### src/design/srtf_pkg.sv
// ----------------------------------------------------------------------------
// SRTF scheduler package
// Shared types and codes for the shortest-remaining-time-first scheduler.
// ----------------------------------------------------------------------------
package srtf_pkg;

    localparam int ID_W   = 8;
    localparam int TIME_W = 16;
    localparam int STAT_W = 3;

    localparam logic CMD_ADD  = 1'b0;
    localparam logic CMD_TICK = 1'b1;

    localparam logic [STAT_W-1:0] ST_ADDED    = 3'd0;
    localparam logic [STAT_W-1:0] ST_FULL     = 3'd1;
    localparam logic [STAT_W-1:0] ST_RAN      = 3'd2;
    localparam logic [STAT_W-1:0] ST_FINISHED = 3'd3;
    localparam logic [STAT_W-1:0] ST_IDLE     = 3'd4;

    typedef enum logic [2:0] {
        S_IDLE,
        S_ADMIT,
        S_RUN,
        S_REINS,
        S_OUT
    } state_t;

    // Command broadcast to every cell in a chain.
    typedef struct packed {
        logic              ins;   // sorted insert of key/id/aux
        logic              pop;   // remove the head, shift toward it
        logic [TIME_W-1:0] key;
        logic [ID_W-1:0]   id;
        logic [TIME_W-1:0] aux;
    } chain_cmd_t;

endpackage

### src/design/srtf_job_scheduler_top.sv
// ----------------------------------------------------------------------------
// SRTF job scheduler top level
// Preemptive shortest-remaining-time-first scheduler built on two sorted
// chains of cells: one ordered by arrival time, one by remaining time.
// ----------------------------------------------------------------------------
// Usage:
//   Input channel s_* carries a command (add job or tick) with job fields.
//   Result channel m_* returns one result per command: status, run_id,
//   tick_time and remaining.
//   An add does its chain work in the accepting cycle and its result is
//   offered in the next. A tick first admits the jobs that have arrived by
//   that tick, with one sorted insert into the ready chain each, then runs the
//   head job and, when it is not finished, reinserts it into the ready chain
//   before its result is offered.
//   One command is processed at a time. While a result waits because m_ready
//   is low, s_ready stays low. After reset both chains are empty and the time
//   counter is all ones, so the first tick reports time zero.
// ----------------------------------------------------------------------------
module srtf_job_scheduler_top
    import srtf_pkg::*;
#(
    parameter int MAX_JOBS = 16
) (
    input  logic              aclk,
    input  logic              aresetn,
    input  logic              s_valid,
    output logic              s_ready,
    input  logic              s_command,
    input  logic [ID_W-1:0]   s_job_id,
    input  logic [TIME_W-1:0] s_arrival_time,
    input  logic [TIME_W-1:0] s_need_time,
    output logic              m_valid,
    input  logic              m_ready,
    output logic [STAT_W-1:0] m_status,
    output logic [ID_W-1:0]   m_run_id,
    output logic [TIME_W-1:0] m_tick_time,
    output logic [TIME_W-1:0] m_remaining
);

    localparam int CNT_W = $clog2(MAX_JOBS + 1);

    state_t            state_reg, state_next;
    logic [CNT_W-1:0]  count_reg, count_next;
    logic [TIME_W-1:0] time_reg, time_next;
    logic [STAT_W-1:0] stat_reg, stat_next;
    logic [ID_W-1:0]   rid_reg, rid_next;
    logic [TIME_W-1:0] rem_reg, rem_next;

    chain_cmd_t        arr_cmd, rdy_cmd;
    logic              arr_hv, rdy_hv;
    logic [TIME_W-1:0] arr_hk, rdy_hk, arr_ha, rdy_ha;
    logic [ID_W-1:0]   arr_hi, rdy_hi;
    logic [TIME_W-1:0] rem_dec;

    srtf_chain #(.DEPTH(MAX_JOBS)) u_arr (
        .aclk(aclk), .aresetn(aresetn), .cmd(arr_cmd),
        .head_valid(arr_hv), .head_key(arr_hk), .head_id(arr_hi), .head_aux(arr_ha)
    );

    srtf_chain #(.DEPTH(MAX_JOBS)) u_rdy (
        .aclk(aclk), .aresetn(aresetn), .cmd(rdy_cmd),
        .head_valid(rdy_hv), .head_key(rdy_hk), .head_id(rdy_hi), .head_aux(rdy_ha)
    );

    assign s_ready     = (state_reg == S_IDLE);
    assign m_valid     = (state_reg == S_OUT);
    assign m_status    = stat_reg;
    assign m_run_id    = rid_reg;
    // Add results report a tick time of zero.
    assign m_tick_time = (stat_reg == ST_ADDED || stat_reg == ST_FULL) ? '0 : time_reg;
    assign m_remaining = rem_reg;
    assign rem_dec     = rdy_hk - TIME_W'(1);

    always_ff @(posedge aclk) begin
        if (!aresetn) begin
            state_reg <= S_IDLE;
            count_reg <= '0;
            time_reg  <= '1;
        end else begin
            state_reg <= state_next;
            count_reg <= count_next;
            time_reg  <= time_next;
        end
    end

    always_ff @(posedge aclk) begin
        stat_reg <= stat_next;
        rid_reg  <= rid_next;
        rem_reg  <= rem_next;
    end

    always_comb begin
        state_next = state_reg;
        count_next = count_reg;
        time_next  = time_reg;
        stat_next  = stat_reg;
        rid_next   = rid_reg;
        rem_next   = rem_reg;
        arr_cmd    = '0;
        rdy_cmd    = '0;
        case (state_reg)
            S_IDLE: begin
                if (s_valid) begin
                    if (s_command == CMD_ADD) begin
                        rid_next  = '0;
                        rem_next  = '0;
                        state_next = S_OUT;
                        if (count_reg >= CNT_W'(MAX_JOBS)) begin
                            stat_next = ST_FULL;
                        end else begin
                            stat_next   = ST_ADDED;
                            count_next  = count_reg + CNT_W'(1);
                            arr_cmd.ins = 1'b1;
                            arr_cmd.key = s_arrival_time;
                            arr_cmd.id  = s_job_id;
                            arr_cmd.aux = (s_need_time == '0) ? TIME_W'(1) : s_need_time;
                        end
                    end else begin
                        time_next  = time_reg + TIME_W'(1);
                        state_next = S_ADMIT;
                    end
                end
            end
            // Move one arrived job per cycle into the ready chain.
            S_ADMIT: begin
                if (arr_hv && (arr_hk <= time_reg)) begin
                    arr_cmd.pop = 1'b1;
                    rdy_cmd.ins = 1'b1;
                    rdy_cmd.key = arr_ha;
                    rdy_cmd.id  = arr_hi;
                end else begin
                    state_next = S_RUN;
                end
            end
            S_RUN: begin
                if (!rdy_hv) begin
                    stat_next  = ST_IDLE;
                    rid_next   = '0;
                    rem_next   = '0;
                    state_next = S_OUT;
                end else begin
                    rdy_cmd.pop = 1'b1;
                    rid_next    = rdy_hi;
                    rem_next    = rem_dec;
                    if (rem_dec == '0) begin
                        stat_next  = ST_FINISHED;
                        count_next = count_reg - CNT_W'(1);
                        state_next = S_OUT;
                    end else begin
                        stat_next  = ST_RAN;
                        state_next = S_REINS;
                    end
                end
            end
            S_REINS: begin
                rdy_cmd.ins = 1'b1;
                rdy_cmd.key = rem_reg;
                rdy_cmd.id  = rid_reg;
                state_next  = S_OUT;
            end
            S_OUT: begin
                if (m_ready) begin
                    state_next = S_IDLE;
                end
            end
            default: begin
                state_next = S_IDLE;
            end
        endcase
    end

    logic unused_aux;
    assign unused_aux = ^rdy_ha;

    ap_no_overflow: assert property (@(posedge aclk) disable iff (!aresetn)
        count_reg <= CNT_W'(MAX_JOBS))
        else $error("job count exceeds capacity");

    ap_full_keeps_count: assert property (@(posedge aclk) disable iff (!aresetn)
        (s_valid && s_ready && s_command == CMD_ADD && count_reg == CNT_W'(MAX_JOBS))
        |=> (count_reg == $past(count_reg)))
        else $error("rejected add changed job count");

    ap_idle_no_job: assert property (@(posedge aclk) disable iff (!aresetn)
        (m_valid && m_status == ST_IDLE) |-> (m_run_id == '0))
        else $error("idle tick reports a job");

    ap_one_op: assert property (@(posedge aclk) disable iff (!aresetn)
        !(rdy_cmd.ins && rdy_cmd.pop))
        else $error("ready chain insert and pop together");

endmodule

### src/design/srtf_cell.sv
// ----------------------------------------------------------------------------
// SRTF sorted-queue cell
// One slot of a sorted chain. On insert, a cell whose key is greater than the
// new key (or that is empty) takes the new entry or its left neighbor's entry.
// On pop, every cell takes its right neighbor's entry.
// ----------------------------------------------------------------------------
module srtf_cell
    import srtf_pkg::*;
(
    input  logic              aclk,
    input  logic              aresetn,
    input  chain_cmd_t        cmd,
    // left neighbor (toward head)
    input  logic              left_valid,
    input  logic              left_move,
    input  logic [TIME_W-1:0] left_key,
    input  logic [ID_W-1:0]   left_id,
    input  logic [TIME_W-1:0] left_aux,
    // right neighbor (toward tail)
    input  logic              right_valid,
    input  logic [TIME_W-1:0] right_key,
    input  logic [ID_W-1:0]   right_id,
    input  logic [TIME_W-1:0] right_aux,
    output logic              valid,
    output logic              move,
    output logic [TIME_W-1:0] key,
    output logic [ID_W-1:0]   id,
    output logic [TIME_W-1:0] aux
);

    logic              valid_reg;
    logic [TIME_W-1:0] key_reg;
    logic [ID_W-1:0]   id_reg;
    logic [TIME_W-1:0] aux_reg;

    // This cell's entry moves right when the new key sorts before it.
    assign move  = valid_reg && (key_reg > cmd.key);
    assign valid = valid_reg;
    assign key   = key_reg;
    assign id    = id_reg;
    assign aux   = aux_reg;

    always_ff @(posedge aclk) begin
        if (!aresetn) begin
            valid_reg <= 1'b0;
        end else if (cmd.pop) begin
            valid_reg <= right_valid;
        end else if (cmd.ins) begin
            valid_reg <= valid_reg || left_valid;
        end
    end

    always_ff @(posedge aclk) begin
        if (cmd.pop) begin
            key_reg <= right_key;
            id_reg  <= right_id;
            aux_reg <= right_aux;
        end else if (cmd.ins && (move || !valid_reg)) begin
            if (left_move) begin
                key_reg <= left_key;
                id_reg  <= left_id;
                aux_reg <= left_aux;
            end else if (left_valid || !valid_reg) begin
                key_reg <= cmd.key;
                id_reg  <= cmd.id;
                aux_reg <= cmd.aux;
            end
        end
    end

endmodule

### src/design/srtf_chain.sv
// ----------------------------------------------------------------------------
// SRTF sorted chain
// A row of cells forming a queue sorted by key, stable for equal keys.
// ----------------------------------------------------------------------------
module srtf_chain
    import srtf_pkg::*;
#(
    parameter int DEPTH = 16
) (
    input  logic              aclk,
    input  logic              aresetn,
    input  chain_cmd_t        cmd,
    output logic              head_valid,
    output logic [TIME_W-1:0] head_key,
    output logic [ID_W-1:0]   head_id,
    output logic [TIME_W-1:0] head_aux
);

    logic              v   [DEPTH+1];
    logic              mv  [DEPTH];
    logic [TIME_W-1:0] k   [DEPTH+1];
    logic [ID_W-1:0]   i   [DEPTH+1];
    logic [TIME_W-1:0] a   [DEPTH+1];

    // Sentinels: left of head is a valid non-moving entry, right of tail empty.
    assign v[DEPTH]  = 1'b0;
    assign k[DEPTH]  = '0;
    assign i[DEPTH]  = '0;
    assign a[DEPTH]  = '0;

    genvar g;
    generate
        for (g = 0; g < DEPTH; g++) begin : g_cell
            logic              lv;
            logic              lm;
            logic [TIME_W-1:0] lk;
            logic [ID_W-1:0]   li;
            logic [TIME_W-1:0] la;
            if (g == 0) begin : g_head
                assign lv = 1'b1;
                assign lm = 1'b0;
                assign lk = '0;
                assign li = '0;
                assign la = '0;
            end else begin : g_body
                assign lv = v[g-1];
                assign lm = mv[g-1];
                assign lk = k[g-1];
                assign li = i[g-1];
                assign la = a[g-1];
            end
            srtf_cell u_cell (
                .aclk        (aclk),
                .aresetn     (aresetn),
                .cmd         (cmd),
                .left_valid  (lv),
                .left_move   (lm),
                .left_key    (lk),
                .left_id     (li),
                .left_aux    (la),
                .right_valid (v[g+1]),
                .right_key   (k[g+1]),
                .right_id    (i[g+1]),
                .right_aux   (a[g+1]),
                .valid       (v[g]),
                .move        (mv[g]),
                .key         (k[g]),
                .id          (i[g]),
                .aux         (a[g])
            );
        end
    endgenerate

    assign head_valid = v[0];
    assign head_key   = k[0];
    assign head_id    = i[0];
    assign head_aux   = a[0];

endmodule

### config.mk
export PLATFORM = sky130hd
export DESIGN_NAME = srtf_job_scheduler_top
export DESIGN_NICKNAME = d
export VERILOG_FILES = /design/src/design/srtf_pkg.sv /design/src/design/srtf_job_scheduler_top.sv /design/src/design/srtf_cell.sv /design/src/design/srtf_chain.sv
export SDC_FILE = /design/constraint.sdc
export NUM_CORES = 2
export LEC_CHECK = 0
export BUFFER_PORTS_ARGS = -buffer_cell sky130_fd_sc_hd__buf_2
export CAP_MARGIN = 0
export CORE_ASPECT_RATIO = 0.9
export CORE_UTILIZATION = 44
export CTS_CLUSTER_SIZE = 40
export DETAILED_ROUTE_END_ITERATION = 10
export PLACE_DENSITY = 0.55
export SLEW_MARGIN = 15
export SYNTH_ARGS = -nofsm -noshare
export SYNTH_HDL_FRONTEND = slang
export SYNTH_SLANG_ARGS = --single-unit
### constraint.sdc
create_clock -name aclk -period 18 [get_ports aclk]
set_input_delay 5.4 -clock aclk [delete_from_list [all_inputs] [get_ports aclk]]
set_output_delay 5.4 -clock aclk [all_outputs]
set_load 0.01 [all_outputs]
After elaboration in Yosys (flattened, before gate mapping)
Index checks and enable logic that the tools add are counted.

Logic and storage cells: 866. Input bits: 45. Register bits after elaboration: 1107. Output and inout bits: 45.

Reductions and logical operators: 293. Magnitude comparators: 34. Equality and inequality tests: 12. Muxes and demuxes: 404. Bitwise operators: 1. $add $sub $neg: 4.

Operators by type and width (count): 16-bit 2-to-1 mux (185); 8-bit 2-to-1 mux (123); 16-bit greater-than comparator (32); 40-bit 2-to-1 mux (4); 1-bit logical OR (93); 3-bit nonzero test (28); 1-bit 2-to-1 mux (70); 2-bit nonzero test (35); 1-bit logical AND (65); 2-bit AND reduction (30); 24-bit case mux with 2 select lines (1); 1-bit logical NOT (32); 16-bit logical NOT (2); 16-bit case mux with 2 select lines (1); 3-bit 2-to-1 mux (9); 5-bit 2-to-1 mux (5); 24-bit 2-to-1 mux (1); 16-bit by 1-bit adder with 16-bit output (second input constant) (1); 16-bit <= comparator (1); 8-bit case mux with 2 select lines (1); 16-bit by 1-bit subtractor with 16-bit output (second input constant) (1); 3-bit case mux with 5 select lines (1); 2-bit inequality test (second input constant) (5); 5-bit case mux with 2 select lines (1); other kinds (14) (21).

Depth between registers and ports, before layout
Depth after elaboration: 12. Mapped depth: 20.

Cells and area by module
From an unflattened synthesis, not the netlist that was laid out.

Cell total of the unflattened synthesis: 8119. Area total of the unflattened synthesis: 84444.7 µm².

Modules (own cells, without submodules): srtf_cell (u_arr.g_cell[0].u_cell ...) (seq. area each 1221.2 µm², times used 21, cells an instance 240, area an instance 2518.7 µm²); srtf_cell (u_arr.g_cell[2].u_cell ...) (seq. area each 1221.2 µm², times used 11, cells an instance 242, area an instance 2538.7 µm²); srtf_job_scheduler_top (seq. area each 1291.2 µm², times used 1, cells an instance 413, area an instance 3612.2 µm²); srtf_chain (seq. area each 0.0 µm², times used 2, cells an instance 2, area an instance 7.5 µm²).

Worst setup path before layout
OpenSTA, ideal clock, no wires.

Path kind: input port to flip-flop. Start point: input port s_command. End point: register u_arr.g_cell[14].u_cell.aux_reg[0] (enable). Library setup time: 493 ps. Arrival time: 10837 ps. Cell stages on the path: 15. Buffers on the path: 4. Setup slack: 6670 ps. Path through: nand2b_1 -> nor3_2 -> clkbuf_1 -> buf_2 -> and2_1 -> inv_2 -> ha_1 -> and3_1 -> nand4_1 -> a211oi_1 -> or3_1 -> buf_2 -> clkbuf_1 -> a31oi_1 -> o21ai_0.

Word-level cells in the longest chain between the ends: 9. Elaborated cells on any way between the ends: 15. Those cells by class: order compare (2); mux (6); reduce/logical (7).

Ends and longest elaborated chain: start, declared (RTL line srtf_job_scheduler_top.sv:28) `input logic s_command,`; 40-bit 2-to-1 mux (RTL line srtf_job_scheduler_top.sv:104) `if (s_command == CMD_ADD) begin`; 40-bit 2-to-1 mux (RTL line srtf_job_scheduler_top.sv:103) `if (s_valid) begin`; 40-bit 2-to-1 mux (RTL line srtf_job_scheduler_top.sv:101) `case (state_reg)`; 16-bit greater-than comparator (RTL line srtf_cell.sv:37) `assign move = valid_reg && (key_reg > cmd.key);`; 1-bit logical AND (RTL line srtf_cell.sv:37); 1-bit logical OR (RTL line srtf_cell.sv:58) `end else if (cmd.ins && (move || !valid_reg)) begin`; 1-bit logical AND (RTL line srtf_cell.sv:58); 2-bit nonzero test (no line); 2-bit AND reduction (no line) *; end signal, assigned (RTL line srtf_cell.sv:57) `aux_reg <= right_aux;`; end signal, assigned (RTL line srtf_cell.sv:62) `aux_reg <= left_aux;`; end signal, assigned (RTL line srtf_cell.sv:66) `aux_reg <= cmd.aux;`; end, declared (RTL line srtf_cell.sv:34) `logic [TIME_W-1:0] aux_reg;`.

Mark *: on every way between the ends. The rest lies on a longest branch, timed or not. A chain may end at the register's enable or synchronous reset.

Worst setup path after layout
Start point: input port s_command. End point: register u_arr.g_cell[12].u_cell.aux_reg[12], data pin.

Word-level cells in the longest chain between the ends: 8. Elaborated cells on any way between the ends: 9. Those cells by class: order compare (1); mux (7); reduce/logical (1).

Ends and longest elaborated chain: 40-bit 2-to-1 mux * (RTL line srtf_job_scheduler_top.sv:104); 40-bit 2-to-1 mux * (RTL line srtf_job_scheduler_top.sv:103); 40-bit 2-to-1 mux * (RTL line srtf_job_scheduler_top.sv:101); 16-bit greater-than comparator (RTL line srtf_cell.sv:37); 1-bit logical AND (RTL line srtf_cell.sv:37); 16-bit 2-to-1 mux * (RTL line srtf_cell.sv:59) `if (left_move) begin`; 16-bit 2-to-1 mux * (RTL line srtf_cell.sv:58); 16-bit 2-to-1 mux * (RTL line srtf_cell.sv:54) `if (cmd.pop) begin`; end signal, assigned (RTL line srtf_cell.sv:57); end signal, assigned (RTL line srtf_cell.sv:62); end signal, assigned (RTL line srtf_cell.sv:66); end, declared (RTL line srtf_cell.sv:34).

Mark *: on every way between the ends. The rest lies on a longest branch, timed or not. The select of a mux whose other input is x is not followed.

==> results.toml <==
[floorplan]
io_pins = 90
dieHeight_um = 374
design.core.area_um2 = 153000
die_area_um2 = 155000
rows = 136
chipWidth_um = 415
initial_utilization_pct = 44.3

[setup_path]
rr_worst_depth = 15
crit_type = "input port to flop"
critPathCaptureType = "flop"
worstPathArrival_ps = 11160
path_max_fanout = 42
required_ps = 18480
worstSetupStartpointType = "input port"

[power]
internal_power_mw = 4.74
swShare_pct = 25.6
p_switching_mw = 1.63
p_seq_share_pct = 48.0
p_per_area_nw_per_um2 = 85.7
peakVddDrop_uv = 96.7
pwr-share-clk_pct = 42.6
p_leak_nw = 28.1
pwr-share-comb_pct = 9.4

[clocking]
root_buffer = "clkbuf_16"
post-cts-setup-buffer-count = 0
clock_tree.buffer_depth = 3
clk_pin_slew_worst_paths_ps = 60
clock_latency_ps = 770
cts_buffers = 135
cts_tree = "yes"
cts_resized = 0
postCtsHoldBufs = 0
cts-htree-levels = 4
clkSinkCount = 1107

[synthesis]
yosysWarnings = 0
syn_inst = 6610
synthDistinctLibCells = 71
synth_edf_count = 987
synthesis.nets = 7190
ys_async_sr_fraction_pct = 0
synth_flop_cell = "edfxtp_1"
synth-seq-cells = 1107
yosysSeqAreaShare_pct = 47.4
syn_avg_cell_area_um2 = 10.2
netlist_area_um2 = 67600

[sta]
hold_violations = 0
max_clock_freq_mhz = 93.6
skew_ps = 32.2
final_max_slew_viol_count = 0
tightest_slew_ps = 1140
finalCriticalPeriod_ps = 10690
fin_crit_sh_pct = 59.4
relSlewSlack_pct = 23.5
rsz0062_at_grt = "no"
finalSetupViolCount = 0
tns_ps = 0

[drt]
avgRoutedWirePerCell_um = 23.5
drc = 0
first_pass_iters = 5
drtIter0Drc = 4550
vias_per_cell = 6.00
dr_total_vias = 51623
wirelength_mm = 203
ant_nets = 0

[finish]
fin_area_um2 = 74300
drive_gt1_share_pct = 7.25
syn2layout_area_growth_pct = 9.91
nFillCells = 14180
nNetsFinal = 7081
final_util_pct = 48.7

[global_route]
overflow = 0
antenna_found_initial = 0
grt_pass1_vias = 51106
grt_use_total_pct = 25.7
grt_max_degree = 242
grt_pass1_wl_mm = 312

[hold_path]
hp-class = "flop to flop"
holdPathStages = 2

[placed_design]
port_buffers = 89
dpl.hpwl_mm = 140
dpl_cell_area_um2 = 70000
gp_congestion = 0.867

[job]
maxCapViolations = 0

[run_status]
status = "completed"
==> area by class of cell <==
class | instances | area [um2] | area share, %
Antenna cell | 2 | 5.00 | 0.00674
Clock buffer | 192 | 3800 | 5.12
Clock inverter | 51 | 467 | 0.628
Inverter | 146 | 553 | 0.745
Multi-Input combinational cell | 4891 | 33400 | 45.0
Sequential cell | 1107 | 32000 | 43.1
Tap cell | 2001 | 2500 | 3.37
Timing Repair Buffer | 220 | 1490 | 2.00
==> worst paths after layout <==
kind / start / end / slack (ps)
worst max-delay path: s_command / u_arr.g_cell[12].u_cell.aux[12] / 7310
worst min-delay path: u_rdy.g_cell[15].u_cell.id[7] / u_rdy.g_cell[15].u_cell.id[7] / 470
worst max register to register: state_reg[1] / u_arr.g_cell[12].u_cell.aux[12] / 11320
worst min register to register: u_rdy.g_cell[15].u_cell.id[7] / u_rdy.g_cell[15].u_cell.id[7] / 470
==> metrics by stage <==
step,hold WS [ps],worst slack (ps),power [mW],std cells
floorplan,439,6670,3.47,6610
global placement,446,6790,3.69,8364
detailed placement,456,6640,3.70,8364
CTS,465,7430,6.41,8607
global route,478,7110,6.58,8608
finish,465,7310,6.37,8610
==> layout by cell type (no fill, tap or decap), drive strengths merged, types with 39 or more instances in the layout <==
cell      n
nand4    88
and2     59
o21ai   809
nand2   815
ha      534
inv     150
o211ai   45
clkinv   39
a21oi   572
a211oi   43
nor3     61
a21o     95
mux2i   918
dfxtp   120
edfxtp  987
nand3    77
buf     220
nor2    443
clkbuf  192
==> cells in the mapped netlist, drive strengths merged, types with 17 or more instances <==
cell / instances / area, um2
nor2: 443 / 1660
or3: 18 / 113
xnor2: 24 / 210
dfxtp: 120 / 2400
nand4: 88 / 551
o211ai: 45 / 338
clkbuf: 323 / 1210
o21ai: 809 / 4050
o21a: 21 / 158
nor4: 21 / 161
a21oi: 572 / 2870
ha: 534 / 6680
buf: 143 / 694
a22oi: 30 / 225
a21o: 95 / 713
nor3: 61 / 310
inv: 144 / 541
a211oi: 43 / 323
nand2: 815 / 3060
and3: 17 / 106
nand3: 77 / 385
and4: 20 / 175
edfxtp: 987 / 29600
mux2i: 918 / 9190
nor2b: 22 / 138
and2: 59 / 369
==> worst max-delay path, stage by stage <==
cell      delay [ps]
buf_2            110
nand2b_1         340
nor3_4           200
buf_4            400
buf_4            500
and2_1           600
inv_2            370
ha_1             410
and4_1           200
nand2_1          110
a311oi_1         410
a211oi_1         150
nor3b_2          820
buf_4            660
mux2i_1          270
o21ai_1           80
==> layer usage <==
layer  part of all wire [%]  up-vias  global-route usage [%]  routed length [um]
met5                      0        -                       0                   0
met4                    2.0        0                    5.78                3980
met3                    5.6      232                    4.06               11400
met2                     44     1344                    39.5               89400
met1                     48    25770                    37.8               97800
li1                       -    24277                       -                   -
==> power by group through the flow <==
stage          sequential (mW)  clock (mW)  combinational, mW
5_1_grt                   3.07        2.85              0.671
3_3_place_gp              3.11           0              0.581
6_report                  3.05        2.71              0.599
2_1_floorplan             3.07           0              0.405
3_5_place_dp              3.11           0              0.596
4_1_cts                   3.05        2.76              0.598
==> kinds of logic after synthesis <==
kind of cell / after synthesis / share of synthesized area [%]
buf+inv: 612 / 3.63
flops: 1107 / 47.4
fa+ha+maj: 535 / 9.92
xor+xnor: 28 / 0.363
compound gates: 1718 / 14.1
mux: 919 / 13.6
simple gates: 1691 / 10.9
No activity file was read; power rests on OpenSTA's default activity.
